<file path="src/sv/uer_pkg.sv">
// ----------------------------------------------------------------------------
// uer_pkg
// shared widths, register map, phase codes and types of the echo ranger
// ----------------------------------------------------------------------------
package uer_pkg;

    localparam int TICK_W      = 17;                    // echo tick counter
    localparam int TRIG_W      = 16;                    // trigger tick counter
    localparam int DATA_W      = 32;                    // q16.16 values, apb data
    localparam int PROD_W      = DATA_W + TICK_W + 1;   // signed acc times unsigned ticks
    localparam int SUM_W       = PROD_W + 1;            // product plus coefficient
    localparam int PHASE_W     = 2;

    localparam int NUM_REGS    = 6;
    localparam int REG_IDX_W   = 3;
    localparam int ADDR_W      = REG_IDX_W + 2;         // byte address, 4 bytes a register

    localparam int COEF_REGS   = 4;
    localparam int COEF_IDX_W  = 2;
    localparam int COEF_COUNT_DEF = 4;

    // register indexes
    localparam logic [REG_IDX_W-1:0] REG_TRIGGER_TICKS = 3'd0;
    localparam logic [REG_IDX_W-1:0] REG_ECHO_LIMIT    = 3'd1;
    localparam logic [REG_IDX_W-1:0] REG_COEF_ZERO     = 3'd2;
    localparam logic [REG_IDX_W-1:0] REG_COEF_ONE      = 3'd3;
    localparam logic [REG_IDX_W-1:0] REG_COEF_TWO      = 3'd4;
    localparam logic [REG_IDX_W-1:0] REG_COEF_THREE    = 3'd5;

    // register reset values
    localparam logic [TRIG_W-1:0] TRIGGER_TICKS_RST = 16'd271;
    localparam logic [TICK_W-1:0] ECHO_LIMIT_RST    = 17'd131070;
    localparam logic [DATA_W-1:0] COEF_ZERO_RST     = 32'd0;
    localparam logic [DATA_W-1:0] COEF_ONE_RST      = 32'd65536;
    localparam logic [DATA_W-1:0] COEF_TWO_RST      = 32'd0;
    localparam logic [DATA_W-1:0] COEF_THREE_RST    = 32'd0;

    // ranging phases
    localparam logic [PHASE_W-1:0] PH_IDLE = 2'd0;
    localparam logic [PHASE_W-1:0] PH_TRIG = 2'd1;
    localparam logic [PHASE_W-1:0] PH_WAIT = 2'd2;
    localparam logic [PHASE_W-1:0] PH_MEAS = 2'd3;

    typedef logic [COEF_REGS-1:0][DATA_W-1:0] coef_bank_t;

    typedef struct packed {
        logic [TRIG_W-1:0] trigger_ticks;
        logic [TICK_W-1:0] echo_limit;
        coef_bank_t        coefs;
    } cfg_t;

    typedef struct packed {
        logic busy;
        logic done;
    } hrn_status_t;

endpackage

</file>
<file path="src/sv/ultrasonic_echo_ranger.sv">
// ----------------------------------------------------------------------------
// ultrasonic_echo_ranger
// ultrasonic ranging controller with polynomial distance calibration
// ----------------------------------------------------------------------------
// usage
//   one input transfer (s_start_req, s_echo) per timer tick, one result
//   transfer per tick on the m_ channel with the phase, trigger level, the
//   last echo width, the last calibrated distance and the done and timeout
//   flags as they stand after that tick
//   configuration goes through the apb port while no tick is in flight
// sequencing
//   an ordinary tick goes through the pending stage into the output register;
//   s_ready returns as the output register takes it, so no new tick is taken
//   before the last one's result has left the pending stage
//   a tick that ends an echo runs the horner sequence on the shared
//   multiplier, a multiply state and an add-saturate state per coefficient
//   step; its result then waits in the pending stage like any other
// reset
//   aresetn low puts the ranger idle, clears counters and held results and
//   loads the register defaults
// stalls
//   a result waits in the output register while m_ready is low; the next tick
//   is still taken and worked, and its result waits in the pending stage
//   until the output register frees
// ----------------------------------------------------------------------------
module ultrasonic_echo_ranger
    import uer_pkg::*;
#(
    parameter int COEF_COUNT = COEF_COUNT_DEF
)
(
    input  logic                     aclk,
    input  logic                     aresetn,
    // apb configuration
    input  logic                     psel,
    input  logic                     penable,
    input  logic                     pwrite,
    input  logic [ADDR_W-1:0]        paddr,
    input  logic [DATA_W-1:0]        pwdata,
    output logic [DATA_W-1:0]        prdata,
    output logic                     pready,
    // tick input
    input  logic                     s_valid,
    output logic                     s_ready,
    input  logic                     s_start_req,
    input  logic                     s_echo,
    // result output
    output logic                     m_valid,
    input  logic                     m_ready,
    output logic                     m_trigger_level,
    output logic [PHASE_W-1:0]       m_phase,
    output logic [TICK_W-1:0]        m_echo_ticks,
    output logic signed [DATA_W-1:0] m_distance,
    output logic                     m_done_res,
    output logic                     m_timeout
);

    // sequencer codes
    localparam logic [1:0] SEQ_IDLE = 2'd0;   // ready for a tick
    localparam logic [1:0] SEQ_CALC = 2'd1;   // horner evaluation running
    localparam logic [1:0] SEQ_PEND = 2'd2;   // result waiting for the output register

    cfg_t                     cfg;
    hrn_status_t              hrn_status;
    logic signed [DATA_W-1:0] hrn_result;
    logic                     hrn_start;

    logic [1:0]               seq_reg, seq_next;
    logic [PHASE_W-1:0]       phase_reg, phase_next;
    logic [TRIG_W-1:0]        trig_cnt_reg, trig_cnt_next;
    logic [TICK_W-1:0]        echo_cnt_reg, echo_cnt_next;
    logic                     echo_prev_reg;
    logic [TICK_W-1:0]        ticks_held_reg, ticks_held_next;
    logic signed [DATA_W-1:0] distance_held_reg;
    logic                     done_pend_reg, done_next;
    logic                     tmo_pend_reg, tmo_next;

    logic                     m_valid_reg;
    logic                     m_trigger_level_reg;
    logic [PHASE_W-1:0]       m_phase_reg;
    logic [TICK_W-1:0]        m_echo_ticks_reg;
    logic signed [DATA_W-1:0] m_distance_reg;
    logic                     m_done_res_reg;
    logic                     m_timeout_reg;

    logic                     in_xfer;
    logic                     out_load;

    uer_regs u_regs (
        .aclk    (aclk),
        .aresetn (aresetn),
        .psel    (psel),
        .penable (penable),
        .pwrite  (pwrite),
        .paddr   (paddr),
        .pwdata  (pwdata),
        .prdata  (prdata),
        .pready  (pready),
        .cfg     (cfg)
    );

    uer_horner #(
        .COEF_COUNT (COEF_COUNT)
    ) u_horner (
        .aclk    (aclk),
        .aresetn (aresetn),
        .start   (hrn_start),
        .ticks   (echo_cnt_reg),
        .coefs   (cfg.coefs),
        .result  (hrn_result),
        .status  (hrn_status)
    );

    assign s_ready  = (seq_reg == SEQ_IDLE);
    assign in_xfer  = s_valid & s_ready;
    // output register takes the pending result once it is free or being drained
    assign out_load = (seq_reg == SEQ_PEND) & (~m_valid_reg | m_ready);

    // tick update of the ranging state
    always_comb begin
        phase_next      = phase_reg;
        trig_cnt_next   = trig_cnt_reg;
        echo_cnt_next   = echo_cnt_reg;
        ticks_held_next = ticks_held_reg;
        done_next       = 1'b0;
        tmo_next        = 1'b0;
        case (phase_reg)
            PH_IDLE: begin
                if (s_start_req) begin
                    phase_next    = PH_TRIG;
                    trig_cnt_next = TRIG_W'(1);
                end
            end
            PH_TRIG: begin
                // a zero length behaves as one tick
                if (trig_cnt_reg >= cfg.trigger_ticks) begin
                    phase_next    = PH_WAIT;
                    trig_cnt_next = '0;
                end else begin
                    trig_cnt_next = trig_cnt_reg + 1'b1;
                end
            end
            PH_WAIT: begin
                // only a genuine rising edge starts the count
                if (s_echo && !echo_prev_reg) begin
                    phase_next    = PH_MEAS;
                    echo_cnt_next = TICK_W'(1);
                end
            end
            PH_MEAS: begin
                if (!s_echo) begin
                    ticks_held_next = echo_cnt_reg;
                    done_next       = 1'b1;
                    phase_next      = PH_IDLE;
                end else if (echo_cnt_reg >= cfg.echo_limit) begin
                    // over-long echo, held results stay as they were
                    tmo_next   = 1'b1;
                    phase_next = PH_IDLE;
                end else begin
                    echo_cnt_next = echo_cnt_reg + 1'b1;
                end
            end
            default: begin
                phase_next = PH_IDLE;
            end
        endcase
    end

    assign hrn_start = in_xfer & done_next;

    // sequencer
    always_comb begin
        seq_next = seq_reg;
        case (seq_reg)
            SEQ_IDLE: begin
                if (in_xfer) begin
                    seq_next = done_next ? SEQ_CALC : SEQ_PEND;
                end
            end
            SEQ_CALC: begin
                if (hrn_status.done) begin
                    seq_next = SEQ_PEND;
                end
            end
            SEQ_PEND: begin
                if (out_load) begin
                    seq_next = SEQ_IDLE;
                end
            end
            default: begin
                seq_next = SEQ_IDLE;
            end
        endcase
    end

    always_ff @(posedge aclk) begin
        if (!aresetn) begin
            seq_reg           <= SEQ_IDLE;
            phase_reg         <= PH_IDLE;
            trig_cnt_reg      <= '0;
            echo_cnt_reg      <= '0;
            echo_prev_reg     <= 1'b0;
            ticks_held_reg    <= '0;
            distance_held_reg <= '0;
            done_pend_reg     <= 1'b0;
            tmo_pend_reg      <= 1'b0;
            m_valid_reg       <= 1'b0;
        end else begin
            seq_reg <= seq_next;
            if (in_xfer) begin
                phase_reg      <= phase_next;
                trig_cnt_reg   <= trig_cnt_next;
                echo_cnt_reg   <= echo_cnt_next;
                echo_prev_reg  <= s_echo;
                ticks_held_reg <= ticks_held_next;
                done_pend_reg  <= done_next;
                tmo_pend_reg   <= tmo_next;
            end
            if (seq_reg == SEQ_CALC && hrn_status.done) begin
                distance_held_reg <= hrn_result;
            end
            if (out_load) begin
                m_valid_reg <= 1'b1;
            end else if (m_ready) begin
                m_valid_reg <= 1'b0;
            end
        end
    end

    // output payload
    always_ff @(posedge aclk) begin
        if (out_load) begin
            m_trigger_level_reg <= (phase_reg == PH_TRIG);
            m_phase_reg         <= phase_reg;
            m_echo_ticks_reg    <= ticks_held_reg;
            m_distance_reg      <= distance_held_reg;
            m_done_res_reg      <= done_pend_reg;
            m_timeout_reg       <= tmo_pend_reg;
        end
    end

    assign m_valid         = m_valid_reg;
    assign m_trigger_level = m_trigger_level_reg;
    assign m_phase         = m_phase_reg;
    assign m_echo_ticks    = m_echo_ticks_reg;
    assign m_distance      = m_distance_reg;
    assign m_done_res      = m_done_res_reg;
    assign m_timeout       = m_timeout_reg;

    // no new tick while the evaluator still works
    a_ready_not_busy: assert property (@(posedge aclk) disable iff (!aresetn)
        s_ready |-> !hrn_status.busy)
        else $error("tick taken while horner unit busy");

    // evaluator finishes only while the sequencer waits for it
    a_done_in_calc: assert property (@(posedge aclk) disable iff (!aresetn)
        hrn_status.done |-> (seq_reg == SEQ_CALC))
        else $error("horner result outside calculation");

    // a finished or aborted measurement always lands in idle
    a_end_is_idle: assert property (@(posedge aclk) disable iff (!aresetn)
        (m_valid && (m_done_res || m_timeout)) |-> (m_phase == PH_IDLE))
        else $error("measurement end without idle phase");

    // completion and abort are exclusive
    a_done_tmo_excl: assert property (@(posedge aclk) disable iff (!aresetn)
        m_valid |-> !(m_done_res && m_timeout))
        else $error("done and timeout on the same tick");

    // a started evaluation keeps the unit busy on the next cycle
    a_calc_length: assert property (@(posedge aclk) disable iff (!aresetn)
        hrn_start |=> hrn_status.busy)
        else $error("horner unit did not start");

endmodule

</file>
<file path="src/sv/uer_regs.sv">
// ----------------------------------------------------------------------------
// uer_regs
// apb configuration registers: trigger length, echo limit, four coefficients
// ----------------------------------------------------------------------------
module uer_regs
    import uer_pkg::*;
(
    input  logic              aclk,
    input  logic              aresetn,
    input  logic              psel,
    input  logic              penable,
    input  logic              pwrite,
    input  logic [ADDR_W-1:0] paddr,
    input  logic [DATA_W-1:0] pwdata,
    output logic [DATA_W-1:0] prdata,
    output logic              pready,
    output cfg_t              cfg
);

    logic [TRIG_W-1:0]    trigger_ticks_reg;
    logic [TICK_W-1:0]    echo_limit_reg;
    coef_bank_t           coefs_reg;
    logic [REG_IDX_W-1:0] reg_idx;
    logic                 wr_en;

    assign pready  = 1'b1;
    assign reg_idx = paddr[ADDR_W-1:2];
    assign wr_en   = psel & penable & pwrite & pready;

    always_ff @(posedge aclk) begin
        if (!aresetn) begin
            trigger_ticks_reg <= TRIGGER_TICKS_RST;
            echo_limit_reg    <= ECHO_LIMIT_RST;
            coefs_reg[0]      <= COEF_ZERO_RST;
            coefs_reg[1]      <= COEF_ONE_RST;
            coefs_reg[2]      <= COEF_TWO_RST;
            coefs_reg[3]      <= COEF_THREE_RST;
        end else if (wr_en) begin
            case (reg_idx)
                REG_TRIGGER_TICKS: trigger_ticks_reg <= pwdata[TRIG_W-1:0];
                REG_ECHO_LIMIT:    echo_limit_reg    <= pwdata[TICK_W-1:0];
                REG_COEF_ZERO:     coefs_reg[0]      <= pwdata;
                REG_COEF_ONE:      coefs_reg[1]      <= pwdata;
                REG_COEF_TWO:      coefs_reg[2]      <= pwdata;
                REG_COEF_THREE:    coefs_reg[3]      <= pwdata;
                default: ;
            endcase
        end
    end

    always_comb begin
        case (reg_idx)
            REG_TRIGGER_TICKS: prdata = DATA_W'(trigger_ticks_reg);
            REG_ECHO_LIMIT:    prdata = DATA_W'(echo_limit_reg);
            REG_COEF_ZERO:     prdata = coefs_reg[0];
            REG_COEF_ONE:      prdata = coefs_reg[1];
            REG_COEF_TWO:      prdata = coefs_reg[2];
            REG_COEF_THREE:    prdata = coefs_reg[3];
            default:           prdata = '0;
        endcase
    end

    assign cfg.trigger_ticks = trigger_ticks_reg;
    assign cfg.echo_limit    = echo_limit_reg;
    assign cfg.coefs         = coefs_reg;

endmodule

</file>
<file path="src/sv/uer_horner.sv">
// ----------------------------------------------------------------------------
// uer_horner
// iterative horner evaluation: one shared multiplier, then add and saturate
// ----------------------------------------------------------------------------
module uer_horner
    import uer_pkg::*;
#(
    parameter int COEF_COUNT = COEF_COUNT_DEF
)
(
    input  logic                     aclk,
    input  logic                     aresetn,
    input  logic                     start,
    input  logic [TICK_W-1:0]        ticks,
    input  coef_bank_t               coefs,
    output logic signed [DATA_W-1:0] result,
    output hrn_status_t              status
);

    localparam int KW = (COEF_COUNT > 2) ? $clog2(COEF_COUNT - 1) : 1;

    localparam logic [1:0] H_IDLE = 2'd0;
    localparam logic [1:0] H_MUL  = 2'd1;
    localparam logic [1:0] H_ADD  = 2'd2;

    logic [1:0]               state_reg, state_next;
    logic [KW-1:0]            k_reg, k_next;
    logic                     done_reg, done_next;
    logic [TICK_W-1:0]        t_reg;
    logic signed [DATA_W-1:0] acc_reg, acc_next;
    logic signed [PROD_W-1:0] prod_reg;
    logic signed [PROD_W-1:0] prod_full;
    logic signed [SUM_W-1:0]  sum;
    logic [DATA_W-1:0]        coef_sel;
    logic signed [DATA_W-1:0] acc_sat;

    assign coef_sel  = coefs[COEF_IDX_W'(k_reg)];
    assign prod_full = acc_reg * $signed({1'b0, t_reg});
    assign sum       = $signed({prod_reg[PROD_W-1], prod_reg})
                     + $signed({{(SUM_W-DATA_W){coef_sel[DATA_W-1]}}, coef_sel});

    // clamp to the signed 32-bit range when the upper bits disagree
    always_comb begin
        if (sum[SUM_W-1:DATA_W-1] == '0 || sum[SUM_W-1:DATA_W-1] == '1) begin
            acc_sat = sum[DATA_W-1:0];
        end else if (sum[SUM_W-1]) begin
            acc_sat = {1'b1, {(DATA_W-1){1'b0}}};
        end else begin
            acc_sat = {1'b0, {(DATA_W-1){1'b1}}};
        end
    end

    always_comb begin
        state_next = state_reg;
        k_next     = k_reg;
        acc_next   = acc_reg;
        done_next  = 1'b0;
        case (state_reg)
            H_IDLE: begin
                if (start) begin
                    acc_next   = coefs[COEF_IDX_W'(COEF_COUNT - 1)];
                    k_next     = KW'(COEF_COUNT - 2);
                    state_next = H_MUL;
                end
            end
            H_MUL: begin
                state_next = H_ADD;
            end
            H_ADD: begin
                acc_next = acc_sat;
                if (k_reg == '0) begin
                    done_next  = 1'b1;
                    state_next = H_IDLE;
                end else begin
                    k_next     = k_reg - 1'b1;
                    state_next = H_MUL;
                end
            end
            default: begin
                state_next = H_IDLE;
            end
        endcase
    end

    always_ff @(posedge aclk) begin
        if (!aresetn) begin
            state_reg <= H_IDLE;
            k_reg     <= '0;
            done_reg  <= 1'b0;
        end else begin
            state_reg <= state_next;
            k_reg     <= k_next;
            done_reg  <= done_next;
        end
    end

    always_ff @(posedge aclk) begin
        acc_reg <= acc_next;
        if (state_reg == H_IDLE && start) begin
            t_reg <= ticks;
        end
        if (state_reg == H_MUL) begin
            prod_reg <= prod_full;
        end
    end

    assign result      = acc_reg;
    assign status.busy = (state_reg != H_IDLE) | done_reg;
    assign status.done = done_reg;

endmodule

</file>
<file path="config.mk">
export PLATFORM = sky130hd
export DESIGN_NAME = ultrasonic_echo_ranger
export DESIGN_NICKNAME = d
export VERILOG_FILES = /design/src/sv/uer_pkg.sv /design/src/sv/ultrasonic_echo_ranger.sv /design/src/sv/uer_regs.sv /design/src/sv/uer_horner.sv
export SDC_FILE = /design/constraint.sdc
export NUM_CORES = 2
export LEC_CHECK = 0
export BUFFER_PORTS_ARGS = -buffer_cell sky130_fd_sc_hd__buf_2
export CORE_MARGIN = 2
export CORE_UTILIZATION = 35
export DETAILED_ROUTE_END_ITERATION = 16
export PLACE_DENSITY_LB_ADDON = 0.3
export SLEW_MARGIN = 20
export SYNTH_ARGS = -nofsm -noshare
export SYNTH_HDL_FRONTEND = slang
export SYNTH_HIERARCHICAL = 1
export SYNTH_SLANG_ARGS = --single-unit
</file>
<file path="constraint.sdc">
create_clock -name aclk -period 8 [get_ports aclk]
set_input_delay 1.6 -clock aclk [delete_from_list [all_inputs] [get_ports aclk]]
set_output_delay 1.6 -clock aclk [all_outputs]
set_load 0.05 [all_outputs]
</file>
# After elaboration in Yosys (flattened, before gate mapping)
# Index checks and enable logic that the tools add are counted.
[op_classes]
shifts = 0
bitwise_logic = 8
addsub = 4
n_lt_le_gt_ge = 3
eq_ne = 24
n_mux = 38
n_div = 0
mul = 1
n_reduce_logical = 29
[ops]
columns = ["op", "count"]
rows = [
  ["one-hot mux 32 bit (6 select lines)", 1],
  ["2-to-1 mux 32 bit", 4],
  ["binary-select mux 32 bit (select 2 bit)", 1],
  ["adder 50 x 32 -> 51 bit", 1],
  ["2-to-1 mux 17 bit", 3],
  ["multiplier 32 x 18 -> 50 bit", 1],
  ["one-hot mux 17 bit (2 select lines)", 1],
  ["2-to-1 mux 16 bit", 2],
  ["one-hot mux 16 bit (2 select lines)", 1],
  ["2-to-1 mux 2 bit", 12],
  ["== test 20 bit (second input constant)", 1],
  ["logical NOT 20 bit", 1],
  ["adder 17 x 1 -> 17 bit (second input constant)", 1],
  ["greater-or-equal comparator 17 bit", 1],
  ["adder 16 x 1 -> 16 bit (second input constant)", 1],
  ["greater-or-equal comparator 16 bit", 1],
  ["AND reduction 2 bit", 8],
  ["!= test 2 bit (second input constant)", 7],
  ["one-hot mux 2 bit (3 select lines)", 2],
  ["AND reduction 3 bit", 4],
  ["AND reduction 5 bit", 2],
  ["2-to-1 mux 1 bit", 9],
  ["== test 2 bit (second input constant)", 4],
  ["logical NOT 2 bit", 4],
  ["other kinds (18)", 34],
]
[totals]
memories = 0
register_bits = 409
mem_bits_ro = 0
ram_bits = 0
latch_bits = 0
input_bits = 46

# Longest topological paths before layout
[logic_depth]
word_depth = 7
depth_mapped = 27
depth_no_buf = 26

# Cells and area by module
# Netlist, hierarchy kept.
[by_module_without_submodules]
columns = ["mod", "instances", "cells_each", "area_per_inst_um2"]
rows = [
  ["uer_horner", 1, 2995, 27321.2],
  ["uer_regs", 1, 742, 7285.7],
  ["ultrasonic_echo_ranger", 1, 622, 6187.2],
]

# Worst setup path before layout
# No wires, ideal clock.
[synth_timing]
kind = "register to register"
start = "register u_horner.t_reg[3]"
end = "register u_horner.prod_reg[47] (data pin)"
path_buffers = 1
period_less_slack_ns = 6.963
setup_slack_ns = 1.037
stages_incl_launch_ff = 24
arrival_ns = 6.703
path_cell_list = "edfxtp_1 > clkbuf_1 > and2_1 > fa_1 > inv_1 > fa_1 > inv_1 > fa_1 > inv_1 > fa_1 > fa_1 > fa_1 > inv_1 > ha_1 > a21o_1 > a21o_1 > a221o_1 > a2111o_1 > o41ai_2 > o211ai_1 > or2_1 > a311o_1 > a21o_1 > xor2_1"
[synth_via]
elab_chain_cells = 1
[synth_lines]
columns = ["element", "line", "rtl"]
rows = [
  ["start: declaration", "uer_horner.sv:29", "logic [TICK_W-1:0] t_reg;"],
  ["start signal: assignment", "uer_horner.sv:100", "t_reg <= ticks;"],
  ["multiplier 32 x 18 -> 50 bit", "uer_horner.sv:38", "assign prod_full = acc_reg * $signed({1'b0, t_reg});"],
  ["net u_horner.prod_full[47]", "uer_horner.sv:32", "logic signed [PROD_W-1:0] prod_full;"],
  ["end signal: assignment", "uer_horner.sv:103", "prod_reg <= prod_full;"],
  ["end: declaration", "uer_horner.sv:31", "logic signed [PROD_W-1:0] prod_reg;"],
]
# The timed path passes the listed nets, and every way through them passes these cells.
# A chain may end at the register's enable or synchronous reset.

# Worst setup path in the final report
[layout_timing]
start = "register u_horner.acc_reg[9], in the netlist u_horner/result[9]"
end = "register u_horner.prod_reg[47] (data pin)"
[layout_via]
elab_chain_cells = 1
[layout_lines]
columns = ["element", "line", "rtl"]
rows = [
  ["start: declaration", "uer_horner.sv:30", "logic signed [DATA_W-1:0] acc_reg, acc_next;"],
  ["start signal: assignment", "uer_horner.sv:98", "acc_reg <= acc_next;"],
  ["multiplier 32 x 18 -> 50 bit", "uer_horner.sv:38", ""],
  ["net u_horner.prod_full[47]", "uer_horner.sv:32", ""],
]
# The timed path passes the listed nets, and every way through them passes these cells.

==> results.cfg <==
[routing]
drc = 0
drt_wl_total_mm = 116.2
via_per_inst = 5.099
drt_iter0_markers = 1800
wl_per_cell_um = 19.48
ant_nets = 0
drtPass1Iterations = 5
vias = 30410

[sta]
final-setup-viol-count = 0
fin_skew_ns = 0.02455
finalHoldViolCount = 0
tns_ns = 0
post-route-min-period_ns = 7.600
slew_violations = 0
rsz0062_at_grt = false
fmax_mhz = 131.6
fin_crit_sh_pct = 95.00
worst_pin_slew_ns = 1.022
maxSlewHeadroom_pct = 31.86
fin_ws_ns = 0.4000

[die]
die_h_um = 345.4
design.die.area_um2 = 119300
core_um2 = 115900
die_x_um = 345.4
fp-row-count = 125
start_util_pct = 35.19
io_pins = 135

[grt]
grt_pass1_wl_mm = 181.8
grt_pass1_vias = 31100
grt_max_degree = 96
antenna_found_initial = 1
grt-ovfl-total = 0
grt_usage_pct = 19.38

[worst_setup_path]
worst-setup-path-type = reg2reg
crit_fanout = 13
cp_cell_sequence = buf_4, nand2_1, fa_1, fa_1, fa_1, fa_1, fa_1, fa_1, inv_1, ha_1, a21oi_1, o21ai_0, a221o_1, a2111o_1, o41ai_2, o211ai_1, or2_1, a311o_1, a21o_1, xor2_1
critPathMaxStageDelay_ns = 0.90
critPathCaptureType = flop
worst_setup_path_start_kind = flop
critPathArrivalTime_ns = 7.94
crit_path_top_delay_cell = edfxtp_1
crit_top_cell = fa_1
required_ns = 8.34

[power]
p_sw_mw = 1.729
total_power_mw = 5.645
switching_share_pct = 30.63
clkPwrFrac_pct = 38.6
ir_worst_vdd_v = 0.0001799
p_seq_share_pct = 39.4
powerDensity_nw_per_um2 = 126.2
p_comb_share_pct = 22.0
power.leakage_nw = 19.83
p_int_mw = 3.916

[layout]
fin_nets = 5181
antennaDiodeCount = 0
largest_reg_flops = 128
area_growth_pct = 9.669
layout-drive-gt1-share_pct = 9.257

[clocking]
cts.sink_count = 409
htreeDepth = 2
cts_resized = 0
cts_buffers = 43
cts_setup_buffers = 0
clk_latency_ns = 0.60
postCtsHoldBufs = 0
clockRootBuffer = clkbuf_16
cts_tree = yes
clk_pin_slew_ns = 0.07
clk_path_buf_depth = 3

[logic_synthesis]
synthCells = 4358
yosysWarnings = 6
synth_nets = 5134
netlist_area_um2 = 40790
synth.avg_cell_area_um2 = 9.359

[placed_design]
dp_hpwl_mm = 90.71
gp_congestion = 0.9458
post-place-ws_ns = 0.4894
port-buffer-count = 131

[hold_path]
hold_path.class = reg2reg

[job]
maxCapViolCount = 0

[outcome]
status = finished, final reports clean
## metal layers
layer	track usage, %	routed length [µm]	vias up
met5	0	0	-
met4	6.883	4379	0
met3	1.678	4572	143
met2	33.74	57140	681
met1	25.15	50090	15400
li1	-	-	14190
## worst max-delay path, delay by kind of cell, from the launching register on
kind                       cells  cell delay (ns)
AOI/OAI and AO/OA              8             2.22
xor gates and xnor gates       1             0.14
adders and majority gates      7             3.36
buffers and inverters          2             0.34
DFF                            1             0.90
and+or+nand+nor                2             0.36
## cells in the final DEF (no fill, tap or decap), drive strengths merged, types with 55 or more instances in the layout
| cell | n |
|---|---|
| a21oi | 174 |
| and2 | 300 |
| buf | 231 |
| dfxtp | 256 |
| edfxtp | 153 |
| fa | 522 |
| ha | 208 |
| inv | 699 |
| mux2i | 230 |
| nand2 | 636 |
| nor2 | 173 |
| nor2b | 66 |
| o21ai | 80 |
| xnor2 | 55 |
## through the flow
step                      utilization [%]  instance area [µm²]  instances  hold slack, ns
after floorplan                         -                40790       4358          0.4081
after global placement              37.29                43210       5884          0.4139
after detailed placement            37.29                43210       5884          0.4126
after CTS                           38.60                44730       5964          0.4275
after global routing                38.60                44730       5964          0.4344
final                               38.60                44730       5964          0.4273
## worst paths after layout
check,startpoint,end,slack [ns],cells past startpoint
hold / removal,ticks_held_reg[5],m_echo_ticks[5],0.43,0
hold reg to reg,ticks_held_reg[5],m_echo_ticks[5],0.43,0
setup / recovery,u_horner/result[9],u_horner/prod_reg[47],0.40,20
setup reg to reg,u_horner/result[9],u_horner/prod_reg[47],0.40,20
## power groups by stage
stage / sequential [mW] / clock, mW / combinational, mW
global route: 2.23 / 2.30 / 1.35
floorplan: 2.30 / 0 / 0.748
finish: 2.23 / 2.18 / 1.24
CTS: 2.23 / 2.23 / 1.24
detailed placement: 2.27 / 0 / 1.24
global placement: 2.27 / 0 / 1.23
## cell type report
class,count,area (µm²)
Fill cell,11630,71160
Multi-Input combinational cell,3029,27510
Sequential cell,409,9721
Inverter,691,2595
Tap cell,1524,1907
Timing Repair Buffer,231,1478
Clock buffer,53,1154
Clock inverter,27,365.4
No activity file was read; power rests on OpenSTA's default activity.
